--- src/ctt_pkg.sv ---
// ----------------------------------------------------------------------------
// ctt_pkg
// shared types, codes and character helpers for the config text tokenizer
// ----------------------------------------------------------------------------
package ctt_pkg;

	localparam int unsigned POS_BITS_DEF = 16;

	// token kinds
	localparam logic [3:0] KIND_LBRACE = 4'd0;
	localparam logic [3:0] KIND_RBRACE = 4'd1;
	localparam logic [3:0] KIND_COLON  = 4'd2;
	localparam logic [3:0] KIND_COMMA  = 4'd3;
	localparam logic [3:0] KIND_BANG   = 4'd4;
	localparam logic [3:0] KIND_STRING = 4'd5;
	localparam logic [3:0] KIND_NAME   = 4'd6;
	localparam logic [3:0] KIND_END    = 4'd7;
	localparam logic [3:0] KIND_ERROR  = 4'd8;

	// error codes
	localparam logic [1:0] ERR_NONE       = 2'd0;
	localparam logic [1:0] ERR_ESC_AT_END = 2'd1;
	localparam logic [1:0] ERR_OPEN_STR   = 2'd2;
	localparam logic [1:0] ERR_BAD_CHAR   = 2'd3;

	// characters
	localparam logic [7:0] CH_LBRACE = 8'h7B;
	localparam logic [7:0] CH_RBRACE = 8'h7D;
	localparam logic [7:0] CH_COLON  = 8'h3A;
	localparam logic [7:0] CH_COMMA  = 8'h2C;
	localparam logic [7:0] CH_BANG   = 8'h21;
	localparam logic [7:0] CH_QUOTE  = 8'h22;
	localparam logic [7:0] CH_BSLASH = 8'h5C;
	localparam logic [7:0] CH_LOW_X  = 8'h78;
	localparam logic [7:0] CH_LOW_U  = 8'h75;
	localparam logic [7:0] CH_UP_U   = 8'h55;
	localparam logic [7:0] CH_DASH   = 8'h2D;
	localparam logic [7:0] CH_DOT    = 8'h2E;
	localparam logic [7:0] CH_UNDER  = 8'h5F;
	localparam logic [7:0] CH_SPACE  = 8'h20;
	localparam logic [7:0] CH_TAB    = 8'h09;
	localparam logic [7:0] CH_CR     = 8'h0D;
	localparam logic [7:0] CH_LF     = 8'h0A;

	typedef struct packed {
		logic [3:0]  token_kind;
		logic        char_valid;
		logic [7:0]  value_char;
		logic        token_done;
		logic [15:0] token_line;
		logic [15:0] start_column;
		logic [1:0]  error_code;
		logic        last;
	} result_t;

	// what the scanner makes of one request
	typedef struct packed {
		logic [1:0] count;
		result_t    first;
		result_t    second;
	} scan_out_t;

	function automatic result_t make_result(
		input logic [3:0]  kind,
		input logic        cv,
		input logic [7:0]  ch,
		input logic        done,
		input logic [15:0] line,
		input logic [15:0] col,
		input logic [1:0]  err
	);
		result_t r;
		r.token_kind   = kind;
		r.char_valid   = cv;
		r.value_char   = cv ? ch : 8'h00;
		r.token_done   = done;
		r.token_line   = line;
		r.start_column = col;
		r.error_code   = err;
		r.last         = 1'b0;
		return r;
	endfunction

	function automatic logic name_lead_ok(input logic [7:0] c);
		return (c == CH_UNDER) || (c >= 8'h41 && c <= 8'h5A) || (c >= 8'h61 && c <= 8'h7A);
	endfunction

	function automatic logic name_body_ok(input logic [7:0] c);
		return name_lead_ok(c) || (c == CH_DASH) || (c == CH_DOT) ||
			(c >= 8'h30 && c <= 8'h39);
	endfunction

endpackage

--- src/config_text_tokenizer_top.sv ---
// ----------------------------------------------------------------------------
// config_text_tokenizer_top
// streaming tokenizer for a small configuration text language
// ----------------------------------------------------------------------------
//  channel | handshake              | payload
//  --------+------------------------+----------------------------------------
//  byte    | byte_valid, byte_stall | action, text_byte
//  tok     | tok_valid, tok_stall   | token_kind, char_valid, value_char,
//          |                        | token_done, token_line, start_column,
//          |                        | error_code, last
//
//  one request per clock while byte_stall is low; a request is registered in
//  the input register, scanned, and its first result registered in the output
//  register, which drives the outputs.
//  a request giving two results holds the input side while the second result
//  waits in the pending register behind the output.
//  arst_n clears scanner state and all valid flags.
//  tok_stall holds the output and the pending register, then backs up byte_stall.
// ----------------------------------------------------------------------------
module config_text_tokenizer_top #(
	parameter int unsigned POS_BITS = ctt_pkg::POS_BITS_DEF
) (
	input  logic        clk,
	input  logic        arst_n,
	input  logic        byte_valid,
	output logic        byte_stall,
	input  logic        action,
	input  logic [7:0]  text_byte,
	output logic        tok_valid,
	input  logic        tok_stall,
	output logic [3:0]  token_kind,
	output logic        char_valid,
	output logic [7:0]  value_char,
	output logic        token_done,
	output logic [15:0] token_line,
	output logic [15:0] start_column,
	output logic [1:0]  error_code,
	output logic        last
);

	logic               valid_s1;
	logic               action_s1;
	logic [7:0]         byte_s1;
	logic               out_valid_q;
	ctt_pkg::result_t   out_q;
	logic               pend_valid_q;
	ctt_pkg::result_t   pend_q;
	logic               out_free;
	logic               step;
	ctt_pkg::scan_out_t scan;

	assign out_free   = !out_valid_q || !tok_stall;
	assign step       = valid_s1 && !pend_valid_q && out_free;
	assign byte_stall = valid_s1 && !step;

	ctt_scan #(
		.POS_BITS (POS_BITS)
	) u_scan (
		.clk       (clk),
		.arst_n    (arst_n),
		.step      (step),
		.action    (action_s1),
		.text_byte (byte_s1),
		.scan      (scan)
	);

	// input register
	always_ff @(posedge clk or negedge arst_n) begin
		if (!arst_n) begin
			valid_s1 <= 1'b0;
		end else if (!byte_stall) begin
			valid_s1 <= byte_valid;
		end
	end

	always_ff @(posedge clk) begin
		if (byte_valid && !byte_stall) begin
			action_s1 <= action;
			byte_s1   <= text_byte;
		end
	end

	// output register and pending second result
	always_ff @(posedge clk or negedge arst_n) begin
		if (!arst_n) begin
			out_valid_q  <= 1'b0;
			pend_valid_q <= 1'b0;
		end else if (pend_valid_q && out_free) begin
			out_valid_q  <= 1'b1;
			pend_valid_q <= 1'b0;
		end else if (step) begin
			out_valid_q  <= (scan.count != 2'd0);
			pend_valid_q <= (scan.count == 2'd2);
		end else if (out_free) begin
			out_valid_q <= 1'b0;
		end
	end

	always_ff @(posedge clk) begin
		if (pend_valid_q && out_free) begin
			out_q <= pend_q;
		end else if (step) begin
			out_q  <= scan.first;
			pend_q <= scan.second;
		end
	end

	assign tok_valid    = out_valid_q;
	assign token_kind   = out_q.token_kind;
	assign char_valid   = out_q.char_valid;
	assign value_char   = out_q.value_char;
	assign token_done   = out_q.token_done;
	assign token_line   = out_q.token_line;
	assign start_column = out_q.start_column;
	assign error_code   = out_q.error_code;
	assign last         = out_q.last;

endmodule

--- src/ctt_scan.sv ---
// ----------------------------------------------------------------------------
// ctt_scan
// scanner state and next-state logic: one request in, up to two results out
// ----------------------------------------------------------------------------
module ctt_scan #(
	parameter int unsigned POS_BITS = ctt_pkg::POS_BITS_DEF
) (
	input  logic                clk,
	input  logic                arst_n,
	input  logic                step,
	input  logic                action,
	input  logic [7:0]          text_byte,
	output ctt_pkg::scan_out_t  scan
);

	typedef enum logic [5:0] {
		MODE_IDLE = 6'b000001,
		MODE_NAME = 6'b000010,
		MODE_STR  = 6'b000100,
		MODE_ESC  = 6'b001000,
		MODE_HEX  = 6'b010000,
		MODE_ERR  = 6'b100000
	} mode_t;

	localparam logic [POS_BITS-1:0] POS_ONE = POS_BITS'(1);

	mode_t               mode_q, mode_d;
	logic [3:0]          hex_left_q, hex_left_d;
	logic [POS_BITS-1:0] cur_line_q, cur_line_d;
	logic [POS_BITS-1:0] cur_column_q, cur_column_d;
	logic [POS_BITS-1:0] tok_line_q, tok_line_d;
	logic [POS_BITS-1:0] tok_column_q, tok_column_d;

	logic                idle_has;
	logic                idle_ws;
	mode_t               idle_mode;
	ctt_pkg::result_t    idle_res;
	ctt_pkg::result_t    r0, r1;
	logic [1:0]          count;

	function automatic logic [15:0] lo16(input logic [POS_BITS-1:0] p);
		logic [31:0] w;
		w = 32'(p);
		return w[15:0];
	endfunction

	logic [15:0] cur_line16, cur_col16, tok_line16, tok_col16;
	assign cur_line16 = lo16(cur_line_q);
	assign cur_col16  = lo16(cur_column_q);
	assign tok_line16 = lo16(tok_line_q);
	assign tok_col16  = lo16(tok_column_q);

	// a byte seen while idle, between tokens
	always_comb begin
		idle_ws   = text_byte inside {ctt_pkg::CH_SPACE, ctt_pkg::CH_TAB,
			ctt_pkg::CH_CR, ctt_pkg::CH_LF};
		idle_has  = !idle_ws;
		idle_mode = MODE_IDLE;
		idle_res  = '0;
		case (text_byte)
			ctt_pkg::CH_LBRACE: idle_res = ctt_pkg::make_result(ctt_pkg::KIND_LBRACE,
				1'b1, text_byte, 1'b1, cur_line16, cur_col16, ctt_pkg::ERR_NONE);
			ctt_pkg::CH_RBRACE: idle_res = ctt_pkg::make_result(ctt_pkg::KIND_RBRACE,
				1'b1, text_byte, 1'b1, cur_line16, cur_col16, ctt_pkg::ERR_NONE);
			ctt_pkg::CH_COLON: idle_res = ctt_pkg::make_result(ctt_pkg::KIND_COLON,
				1'b1, text_byte, 1'b1, cur_line16, cur_col16, ctt_pkg::ERR_NONE);
			ctt_pkg::CH_COMMA: idle_res = ctt_pkg::make_result(ctt_pkg::KIND_COMMA,
				1'b1, text_byte, 1'b1, cur_line16, cur_col16, ctt_pkg::ERR_NONE);
			ctt_pkg::CH_BANG: idle_res = ctt_pkg::make_result(ctt_pkg::KIND_BANG,
				1'b1, text_byte, 1'b1, cur_line16, cur_col16, ctt_pkg::ERR_NONE);
			ctt_pkg::CH_QUOTE: begin
				idle_has  = 1'b0;
				idle_mode = MODE_STR;
			end
			default: begin
				if (idle_ws) begin
					idle_has = 1'b0;
				end else if (ctt_pkg::name_lead_ok(text_byte)) begin
					idle_mode = MODE_NAME;
					idle_res  = ctt_pkg::make_result(ctt_pkg::KIND_NAME, 1'b1, text_byte,
						1'b0, cur_line16, cur_col16, ctt_pkg::ERR_NONE);
				end else begin
					idle_mode = MODE_ERR;
					idle_res  = ctt_pkg::make_result(ctt_pkg::KIND_ERROR, 1'b0, 8'h00,
						1'b1, cur_line16, cur_col16, ctt_pkg::ERR_BAD_CHAR);
				end
			end
		endcase
	end

	always_comb begin
		mode_d       = mode_q;
		hex_left_d   = hex_left_q;
		cur_line_d   = cur_line_q;
		cur_column_d = cur_column_q;
		tok_line_d   = tok_line_q;
		tok_column_d = tok_column_q;
		r0           = '0;
		r1           = '0;
		count        = 2'd0;

		if (action) begin
			case (mode_q)
				MODE_IDLE: begin
					r0    = ctt_pkg::make_result(ctt_pkg::KIND_END, 1'b0, 8'h00, 1'b1,
						cur_line16, cur_col16, ctt_pkg::ERR_NONE);
					count = 2'd1;
				end
				MODE_NAME: begin
					r0    = ctt_pkg::make_result(ctt_pkg::KIND_NAME, 1'b0, 8'h00, 1'b1,
						tok_line16, tok_col16, ctt_pkg::ERR_NONE);
					r1    = ctt_pkg::make_result(ctt_pkg::KIND_END, 1'b0, 8'h00, 1'b1,
						cur_line16, cur_col16, ctt_pkg::ERR_NONE);
					count = 2'd2;
				end
				MODE_STR, MODE_HEX: begin
					r0    = ctt_pkg::make_result(ctt_pkg::KIND_ERROR, 1'b0, 8'h00, 1'b1,
						tok_line16, tok_col16, ctt_pkg::ERR_OPEN_STR);
					count = 2'd1;
				end
				MODE_ESC: begin
					r0    = ctt_pkg::make_result(ctt_pkg::KIND_ERROR, 1'b0, 8'h00, 1'b1,
						cur_line16, cur_col16, ctt_pkg::ERR_ESC_AT_END);
					count = 2'd1;
				end
				default: count = 2'd0;
			endcase
			// end of input re-arms everything
			mode_d       = MODE_IDLE;
			hex_left_d   = 4'd0;
			cur_line_d   = POS_ONE;
			cur_column_d = POS_ONE;
			tok_line_d   = POS_ONE;
			tok_column_d = POS_ONE;
		end else if (mode_q != MODE_ERR) begin
			case (mode_q)
				MODE_IDLE: begin
					r0     = idle_res;
					count  = {1'b0, idle_has};
					mode_d = idle_mode;
					if (!idle_ws) begin
						tok_line_d   = cur_line_q;
						tok_column_d = cur_column_q;
					end
				end
				MODE_NAME: begin
					if (ctt_pkg::name_body_ok(text_byte)) begin
						r0    = ctt_pkg::make_result(ctt_pkg::KIND_NAME, 1'b1, text_byte,
							1'b0, tok_line16, tok_col16, ctt_pkg::ERR_NONE);
						count = 2'd1;
					end else begin
						// close the name, then treat the byte as seen from idle
						r0     = ctt_pkg::make_result(ctt_pkg::KIND_NAME, 1'b0, 8'h00,
							1'b1, tok_line16, tok_col16, ctt_pkg::ERR_NONE);
						r1     = idle_res;
						count  = idle_has ? 2'd2 : 2'd1;
						mode_d = idle_mode;
						if (!idle_ws) begin
							tok_line_d   = cur_line_q;
							tok_column_d = cur_column_q;
						end
					end
				end
				MODE_STR: begin
					count = 2'd1;
					if (text_byte == ctt_pkg::CH_QUOTE) begin
						r0     = ctt_pkg::make_result(ctt_pkg::KIND_STRING, 1'b0, 8'h00,
							1'b1, tok_line16, tok_col16, ctt_pkg::ERR_NONE);
						mode_d = MODE_IDLE;
					end else begin
						r0 = ctt_pkg::make_result(ctt_pkg::KIND_STRING, 1'b1, text_byte,
							1'b0, tok_line16, tok_col16, ctt_pkg::ERR_NONE);
						if (text_byte == ctt_pkg::CH_BSLASH) begin
							mode_d = MODE_ESC;
						end
					end
				end
				MODE_ESC: begin
					count = 2'd1;
					r0    = ctt_pkg::make_result(ctt_pkg::KIND_STRING, 1'b1, text_byte,
						1'b0, tok_line16, tok_col16, ctt_pkg::ERR_NONE);
					case (text_byte)
						ctt_pkg::CH_LOW_X: begin
							hex_left_d = 4'd2;
							mode_d     = MODE_HEX;
						end
						ctt_pkg::CH_LOW_U: begin
							hex_left_d = 4'd4;
							mode_d     = MODE_HEX;
						end
						ctt_pkg::CH_UP_U: begin
							hex_left_d = 4'd8;
							mode_d     = MODE_HEX;
						end
						default: mode_d = MODE_STR;
					endcase
				end
				MODE_HEX: begin
					count = 2'd1;
					if (text_byte == ctt_pkg::CH_QUOTE) begin
						r0         = ctt_pkg::make_result(ctt_pkg::KIND_STRING, 1'b0, 8'h00,
							1'b1, tok_line16, tok_col16, ctt_pkg::ERR_NONE);
						hex_left_d = 4'd0;
						mode_d     = MODE_IDLE;
					end else begin
						r0         = ctt_pkg::make_result(ctt_pkg::KIND_STRING, 1'b1,
							text_byte, 1'b0, tok_line16, tok_col16, ctt_pkg::ERR_NONE);
						hex_left_d = hex_left_q - 4'd1;
						if (hex_left_q == 4'd1) begin
							mode_d = MODE_STR;
						end
					end
				end
				default: count = 2'd0;
			endcase

			// position tracking, saturating
			if (text_byte == ctt_pkg::CH_LF) begin
				if (!(&cur_line_q)) begin
					cur_line_d = cur_line_q + POS_ONE;
				end
				cur_column_d = POS_ONE;
			end else if (!(&cur_column_q)) begin
				cur_column_d = cur_column_q + POS_ONE;
			end
		end

		if (count == 2'd1) begin
			r0.last = 1'b1;
		end
		if (count == 2'd2) begin
			r1.last = 1'b1;
		end
	end

	assign scan.count  = count;
	assign scan.first  = r0;
	assign scan.second = r1;

	always_ff @(posedge clk or negedge arst_n) begin
		if (!arst_n) begin
			mode_q       <= MODE_IDLE;
			hex_left_q   <= 4'd0;
			cur_line_q   <= POS_ONE;
			cur_column_q <= POS_ONE;
			tok_line_q   <= POS_ONE;
			tok_column_q <= POS_ONE;
		end else if (step) begin
			mode_q       <= mode_d;
			hex_left_q   <= hex_left_d;
			cur_line_q   <= cur_line_d;
			cur_column_q <= cur_column_d;
			tok_line_q   <= tok_line_d;
			tok_column_q <= tok_column_d;
		end
	end

endmodule

--- config.mk ---
export PLATFORM = sky130hd
export DESIGN_NAME = config_text_tokenizer_top
export DESIGN_NICKNAME = d
export VERILOG_FILES = /design/src/ctt_pkg.sv /design/src/config_text_tokenizer_top.sv /design/src/ctt_scan.sv
export SDC_FILE = /design/constraint.sdc
export NUM_CORES = 1
export LEC_CHECK = 0
export BUFFER_PORTS_ARGS = -buffer_cell sky130_fd_sc_hd__buf_2
export CAP_MARGIN = 20
export CORE_MARGIN = 8
export CORE_UTILIZATION = 46
export DETAILED_ROUTE_END_ITERATION = 10
export PLACE_DENSITY = 0.66
export SETUP_SLACK_MARGIN = 0.1
export SYNTH_ARGS = -nofsm -noshare
export SYNTH_HDL_FRONTEND = slang
export SYNTH_HIERARCHICAL = 1
export SYNTH_SLANG_ARGS = --single-unit
--- constraint.sdc ---
create_clock -name clk -period 4.2 [get_ports clk]
set_input_delay 0.84 -clock clk [delete_from_list [all_inputs] [get_ports clk]]
set_output_delay 0.84 -clock clk [all_outputs]
set_load 0.02 [all_outputs]
==> results.sh <==
export IMPL_cts_resized=0
export IMPL_yosysSeqAreaShare=0.554
export IMPL_cts_tree="built"
export IMPL_tns_ns=0
export IMPL_status="completed"
export IMPL_syn_area_um2=9290
export IMPL_leakagePower_nw=4.19
export IMPL_cap_violations=0
export IMPL_comb_power_share=0.257
export IMPL_clockBufferDepth=2
export IMPL_ys_warn_count=6
export IMPL_ys_async_sr_fraction=0.418
export IMPL_pwr_share_seq=0.464
export IMPL_antenna_cells=0
export IMPL_setup_violations=0
export IMPL_p_sw_frac=0.334
export IMPL_r2r_start="byte_s1[2]"
export IMPL_peakVddDrop_mv=0.285
export IMPL_p_int_mw=3.61
export IMPL_fmax_mhz=293
export IMPL_synthFlopType="edfxtp_1"
export IMPL_grt_ovfl_total=0
export IMPL_cp_max_fo=20
export IMPL_dr_pass1_iters=5
export IMPL_clk_pin_slew_ns=0.07
export IMPL_grt_pass1_vias=6196
export IMPL_routabilityCongestion=0.863
export IMPL_worst_slew_pin_slew_ns=0.962
export IMPL_fin_crit_sh=0.813
export IMPL_layout_drive_gt1_share=0.214
export IMPL_drt_iter0_drc=530
export IMPL_post_dp_cell_area_um2=9690
export IMPL_rsz0062_at_grt="false"
export IMPL_top_level_ports=64
export IMPL_clock_root_buffer="clkbuf_16"
export IMPL_crit_arrival_ns=3.71
export IMPL_die_area_um2=25000
export IMPL_grt_max_degree=78
export IMPL_p_per_area_nw_per_um2=527
export IMPL_hold_class="in -> async"
export IMPL_max_slew_margin_rel=0.359
export IMPL_worst_r2r_endpoint="pend_q[10]"
export IMPL_synth_edf_count=107
export IMPL_synth_fp_nets=794
export IMPL_wirelength_um=20600
export IMPL_post_dp_hpwl_um=13100
export IMPL_switchingPower_mw=1.81
export IMPL_die_w_um=158
export IMPL_io_buffers=63
export IMPL_nNetsFinal=831
export IMPL_reg2reg_slack_ns=0.79
export IMPL_worstSetupStartpointType="register"
export IMPL_antenna_found_initial=0
export IMPL_r2r_cells=7
export IMPL_ant_nets=0
export IMPL_area_delta_synth_final_pct=10.5
export IMPL_hold_viol_final=0
export IMPL_via_count=6366
export IMPL_clk_latency_ns=0.43
export IMPL_cts_buffers=17
export IMPL_yosysUniqueCellTypes=78
export IMPL_grt_pass1_wl_um=33400
export IMPL_drc=0
export IMPL_placementRows=52
export IMPL_postCtsHoldBufs=0
export IMPL_cts_htree_levels=4
export IMPL_synthCells=777
export IMPL_core_region_area_um2=20000
export IMPL_cts_sinks=184
export IMPL_cp_required_ns=4.50
export IMPL_start_util=0.464
export IMPL_die_y_um=158
export IMPL_ys_seq_elements=184
export IMPL_finalCriticalPeriod_ns=3.41
export IMPL_postCtsSetupBuffers=0
export IMPL_viasPerCell=5.80
export IMPL_grt_usage=0.170
export IMPL_pwr_share_clk=0.279
export IMPL_clock_skew_ns=0.0105
export IMPL_drv_slew=0
export IMPL_setup_worst_path_end_class="register"
export IMPL_crit_type="reg -> reg"
export IMPL_syn_avg_cell_area_um2=12.0
export IMPL_n_fill_cell=1791
export IMPL_stdcell_area_um2=10300
export IMPL_avgRoutedWirePerCell_um=18.8
-- metal layers --
layer,track usage,vias up,wire length (µm)
met3,0.0270,21,883
li1,-,3001,-
met5,0,-,0
met1,0.231,3167,9500
met2,0.277,177,10000
met4,0.0494,0,240
-- final cells by class --
cell class	count	area, µm²	area share
sequential	184	5150	0.501
multi-input combinational	522	3750	0.366
clock buffer	19	433	0.0421
timing repair buffer	75	428	0.0417
tap	270	338	0.0329
clock inverter	13	120	0.0117
inverter	14	52.6	0.00512
-- registers in the layout (all words and copies together), names as in the netlist, 2 cells and up --
| signal | count |
|---|---|
| start_column | 16 |
| u_scan/tok_col16 | 16 |
| u_scan/mode_q | 6 |
| u_scan/cur_col16 | 16 |
| u_scan/cur_line16 | 16 |
| pend_q | 49 |
| u_scan/hex_left_q | 4 |
| error_code | 2 |
| byte_s1 | 8 |
| token_kind | 4 |
| u_scan/tok_line16 | 16 |
| token_line | 16 |
| value_char | 8 |
-- placed cells by master, fill, tap and decap left out, types with 11 or more instances in the layout --
master / n
a21oi_1: 37
a22o_1: 63
and2_1: 44
buf_2: 62
buf_4: 12
clkbuf_16: 17
dfrtp_1: 72
edfxtp_1: 107
inv_1: 14
mux2_2: 40
nand2_1: 52
nand3_1: 17
nor2_1: 40
o21ai_0: 33
o31ai_1: 11
-- power groups by stage --
stage	Combinational (mW)	Sequential [mW]	Clock, mW
4_1_cts	1.40	2.51	1.55
5_1_grt	1.52	2.55	1.61
3_3_place_gp	1.38	2.54	0
3_5_place_dp	1.39	2.55	0
2_1_floorplan	0.967	2.63	0
6_report	1.39	2.51	1.51
-- synth_stat cells (5+ instances only) --
cell      instances  area [µm²]
edfxtp_1        107        3210
dfrtp_1          72        1800
a22o_1           63         552
nand2_1          52         195
and2_1           45         282
mux2_2           40         450
nor2_1           40         150
a21oi_1          38         190
o21ai_0          33         165
clkbuf_1         28         105
nand3_1          17        85.1
inv_1            14        52.6
buf_6            11         124
o31ai_1          11        82.6
and3_1           10        62.6
mux2_4           10         150
nand2b_1         10        62.6
or3_1             9        56.3
xor2_1            9        78.8
buf_4             8        60.1
nand4_1           8        50.1
nor3b_1           8        60.1
buf_2             7        35.0
nor2b_1           7        43.8
a21o_1            6        45.0
nor3_1            6        30.0
a22oi_1           5        37.5
and3b_1           5        43.8
dfstp_2           5         131
mux2i_1           5        50.1
o21a_1            5        37.5
or4_1             5        37.5
-- kinds of logic (layout without fill, tap and decap cells) --
kind of cell,count (synthesis),count (layout),share of synthesized area
compound gates,202,202,0.164
xor+xnor,12,12,0.0113
fa+ha+maj,4,4,0.00539
buf+inv,71,121,0.0435
flops,184,184,0.554
mux,55,55,0.0700
other cells,1,1,0.000404
simple gates,248,248,0.152
-- stage by stage --
step	total power, mW	hold slack (ns)	util	setup slack (ns)	std cells
after floorplan	3.59	0.461	-	0.541	777
after global placement	3.92	0.469	0.484	0.932	1064
after detailed placement	3.94	0.473	0.484	0.858	1064
after CTS	5.46	0.483	0.511	0.835	1096
after global routing	5.68	0.205	0.513	0.528	1097
final	5.42	0.213	0.513	0.787	1097
-- how the worst max path moves through the flow --
stage                 end       start
6_report       pend_q[10]  byte_s1[2]
3_3_place_gp   pend_q[22]  byte_s1[2]
5_1_grt        pend_q[12]  byte_s1[1]
3_5_place_dp   pend_q[22]  byte_s1[2]
4_1_cts        pend_q[10]  byte_s1[2]
2_1_floorplan  char_valid   tok_stall
-- worst max-delay path, stage by stage (launching register included) --
cell and delay (ns):
edfxtp_1 0.65, and3b_1 0.30, o2111ai_1 0.27, o21a_1 0.45
nand4_2 0.43, o21ai_2 0.67, buf_4 0.35, and2_1 0.16
(Power assumes the default switching activity.)
